[src/hdl/llgmn_ram.sv]
// Generic simple dual-port RAM (one write port, one read port) with registered read.
// No dependencies.
`default_nettype none
module llgmn_ram #(
	parameter int WIDTH = 24,
	parameter int DEPTH = 120
) (
	input wire logic clk,
	input wire logic we,
	input wire logic [$clog2(DEPTH)-1:0] waddr,
	input wire logic [WIDTH-1:0] wdata,
	input wire logic [$clog2(DEPTH)-1:0] raddr,
	output logic [WIDTH-1:0] rdata
);
	logic [WIDTH-1:0] mem [DEPTH];

	always_ff @(posedge clk) begin
		if (we) begin
			mem[waddr] <= wdata;
		end
		rdata <= mem[raddr];
	end
endmodule
`default_nettype wire

[config.mk]
export PLATFORM = sky130hd
export DESIGN_NAME = llgmn_ram
export DESIGN_NICKNAME = d
export VERILOG_FILES = /design/src/hdl/llgmn_ram.sv
export SDC_FILE = /design/constraint.sdc
export NUM_CORES = 2
export LEC_CHECK = 0
export BUFFER_PORTS_ARGS = -buffer_cell sky130_fd_sc_hd__buf_2
export CAP_MARGIN = 5
export CORE_UTILIZATION = 55
export CTS_BUF_LIST = sky130_fd_sc_hd__clkbuf_8
export DETAILED_ROUTE_END_ITERATION = 10
export GPL_ROUTABILITY_DRIVEN = 0
export PLACE_DENSITY = 0.71
export SYNTH_ARGS = -nofsm -noshare
export SYNTH_HDL_FRONTEND = slang
export SYNTH_SLANG_ARGS = --single-unit
[constraint.sdc]
create_clock -name clk -period 6.5 [get_ports clk]
set_clock_uncertainty 0.15 [all_clocks]
set_input_delay 1.625 -clock clk [delete_from_list [all_inputs] [get_ports clk]]
set_output_delay 1.625 -clock clk [all_outputs]
set_load 0.02 [all_outputs]
Word-level counts from Yosys, hierarchy flattened
Memories as Yosys holds them, arrays and structs flattened. A register that Yosys moved wholly into a read port is not among the register bits.
Index checks and enable logic that the tools add are counted.
{"block": "word_totals", "ff_bits": 0, "ramBits": 2880, "in_bits": 40, "out_inout_bits": 24, "wordCells": 3, "n_memories": 1}
{"block": "classes", "mux": 2}
{"memory": "mem", "depth": 120, "word_bits": 24, "read_ports": 1, "rd_clocked_by_memory_dff": 1, "write_ports": 1, "line_no": "15", "rtl": "logic [WIDTH-1:0] mem [DEPTH];"}
{"operator": "1-bit 2-to-1 mux", "count": 2}

Depth between registers and ports, before layout
{"block": "depth", "depth_word": 2, "ltp_mapped": 11, "ltp_nobuf": 6}

Least setup slack after synthesis
Ideal clock, no wire load.
{"block": "synth_path", "kind": "input -> register", "startpoint": "input waddr[6]", "endpoint": "memory mem[72][0] (enable)", "setup_time_ns": 0.466, "t_arrival_ns": 4.459, "required_time_ns": 5.884, "path_slack_ns": 1.425, "stages": 4, "path_buffers": 1, "path_cell_list": "nor2b_1 -> clkbuf_1 -> nand3_1 -> nor4_1"}
{"item": "from (decl)", "line_no": "10", "rtl": "input wire logic [$clog2(DEPTH)-1:0] waddr,"}
{"item": "to (decl)", "line_no": "15"}
Straight into the memory's write port.

==> results.sh <==
export IMPL_outcome="finished clean"
export IMPL_slew_viol_final=0
export IMPL_synth_edff_count=2880
export IMPL_drt_wl_total_mm=288
export IMPL_netlist_instances=4757
export IMPL_cp_required_ps=7370
export IMPL_p_leak_nw=39.7
export IMPL_rsz0062_at_grt="no"
export IMPL_dp_hpwl_mm=165
export IMPL_synthXorXnorAreaFrac_pct=0
export IMPL_final_area_mm2=0.125
export IMPL_synthTopCellsByArea="edfxtp_1 78%, mux4_2 16%, mux2i_1 1.2%"
export IMPL_synth_simple_gate_area_share_pct=1.62
export IMPL_period_minus_slack_ps=4530
export IMPL_layout_drive_gt1_share_pct=32.8
export IMPL_syn_nets=4797
export IMPL_maxCapViolCount=0
export IMPL_fin_tns_setup_ps=0
export IMPL_die_h_um=452
export IMPL_max_clock_freq_mhz=221
export IMPL_place_area_mm2=0.116
export IMPL_ant_nets=0
export IMPL_fp_dieArea_mm2=0.204
export IMPL_pre_cts_ws_ps=915
export IMPL_setup_slack_ps=1970
export IMPL_grt_pass1_wl_mm=406
export IMPL_ios=64
export IMPL_cp_start_kind="input pin"
export IMPL_cts_root_buf="clkbuf_8"
export IMPL_syn_avg_cell_area_um2=23.4
export IMPL_cts_buffers=461
export IMPL_wire_per_inst_um=34.8
export IMPL_final_cells=8283
export IMPL_row_count=164
export IMPL_fin_util_pct=62.2
export IMPL_numPlacedInstances=7456
export IMPL_hold_slack_ps=716
export IMPL_port_buffers=63
export IMPL_grt_pass1_vias=54100
export IMPL_async_flop_share_pct=0
export IMPL_ys_warnings_count=0
export IMPL_drt_first_pass_iters=5
export IMPL_cts_sinks=2904
export IMPL_netlist_area_leader_share_pct=77.8
export IMPL_worstPathArrival_ps=5390
export IMPL_cts_buffer_depth=4
export IMPL_ys_seq_area_share_pct=78.3
export IMPL_yosysMostFrequentCell="edfxtp_1"
export IMPL_antenna_found_initial=22
export IMPL_drt_iter0_drc=7590
export IMPL_synth_area_mm2=0.111
export IMPL_synth_area_mux_share_pct=17.6
export IMPL_fp_dieW_um=452
export IMPL_power_mw=37.3
export IMPL_area_delta_synth_final_pct=12.1
export IMPL_finalSetupViolCount=0
export IMPL_clk_latency_ps=1140
export IMPL_synth_top_family_by_area="multiplexers"
export IMPL_ys_flop_type="edfxtp_1"
export IMPL_grt_max_degree=121
export IMPL_ys_seq_elements=2904
export IMPL_postCtsHoldBufs=0
export IMPL_ctsResizeCount=0
export IMPL_cellPowerDensity_mw_per_mm2=300
export IMPL_start_util_pct=55.5
export IMPL_min_path_type="in -> reg"
export IMPL_cts_setup_buffers=0
export IMPL_nets=5304
export IMPL_synthAdderAreaFrac_pct=0
export IMPL_h_tree_depth=5
export IMPL_yosysTopAreaCell="edfxtp_1"
export IMPL_period_share_pct=69.7
export IMPL_endpoint_kind="flip-flop"
export IMPL_synth_compound_area_share_pct=1.31
export IMPL_cts_tree="yes"
export IMPL_critPathMaxFanout=39
export IMPL_gr_total_overflow=0
export IMPL_avgViaCountPerCell=6.57
export IMPL_path_class="in -> reg"
export IMPL_fp_coreArea_mm2=0.200
export IMPL_clk_pin_slew_ps=60
export IMPL_drcViolationCount=0
export IMPL_relSlewSlack_pct=8.00
export IMPL_routed_via_count=54400
export IMPL_tightest_slew_ps=1380
export IMPL_irDropWorstVdd_v=0.000236
export IMPL_hold_viol_final=0
export IMPL_netlist_cell_type_count=58
export IMPL_synth_common_cells="2,880 x edfxtp_1, 801 x mux4_2, 218 x nand2_1, 137 x nor2_1, 130 x mux2i_1"
export IMPL_grt_use_total_pct=28.6
layout make-up:
type	instances	area (um^2)
multi-input combinational	1585	23100
sequential	2904	87000
timing repair buffer	306	2580
clock buffer	485	6680
clock inverter	330	1850
antenna	11	27.5
inverter	6	37.5
fill	13400	75700
tap	2656	3320
sequential cells by signal (all words and copies together), names as in the netlist:
name,flops
mem,2880
rdata,24
cell usage in the layout (no fill, tap or decap), drive strengths merged, types with 4 or more instances in the layout:
| master | count |
|---|---|
| nand4 | 5 |
| a32oi | 9 |
| nor2 | 137 |
| a2111oi | 6 |
| o211ai | 6 |
| a311oi | 7 |
| and3 | 7 |
| a21oi | 30 |
| or2 | 6 |
| nand2 | 218 |
| clkbuf | 485 |
| clkinv | 172 |
| and2 | 8 |
| diode | 11 |
| inv | 140 |
| o221ai | 11 |
| nand3 | 24 |
| o21ai | 35 |
| a41o | 4 |
| edfxtp | 2880 |
| dfxtp | 24 |
| a221o | 5 |
| a222oi | 8 |
| bufinv | 19 |
| clkinvlp | 5 |
| a31oi | 17 |
| mux2i | 130 |
| buf | 306 |
| mux2 | 17 |
| nand2b | 7 |
| mux4 | 801 |
| a21o | 4 |
| a211oi | 8 |
| o22ai | 22 |
| nor3 | 5 |
| a221oi | 6 |
| nor2b | 9 |
worst paths after layout:
check               from          end  slack (ps)  cells after the start
max             raddr[0]     rdata[6]        1970                      9
min            wdata[17]  mem[52][17]         720                      1
max reg2reg   mem[59][6]     rdata[6]        3470                      6
min reg2reg  mem[68][22]    rdata[22]         870                      4
power by group:
group          total, mW  switching (mW)  internal, mW
combinational       2.00            1.28         0.713
clock               14.6            6.97          7.61
sequential          20.7          0.0626          20.7
kinds of logic after synthesis:
group / after synthesis
DFF: 2904
AOI/OAI and AO/OA: 202
muxes: 948
and+or+nand+nor: 435
buffers and inverters: 268
worst max-delay path: stages:
cell       delay [ps]
buf_12            340
buf_4             520
buf_4             330
mux2i_1           110
a221oi_1          400
nand2_1           180
mux4_2            480
a2111oi_2        1100
a2bb2oi_1         220
routing by layer:
layer | vias to the layer above | GRT usage, % | part of all wire, %
li1 | 21400 | - | -
met1 | 28900 | 39.5 | 36
met2 | 3498 | 44.9 | 48
met3 | 591 | 6.28 | 11
met4 | 10 | 11.5 | 4.1
met5 | - | 0 | 0.024
Power figures use the tool's default switching activity.
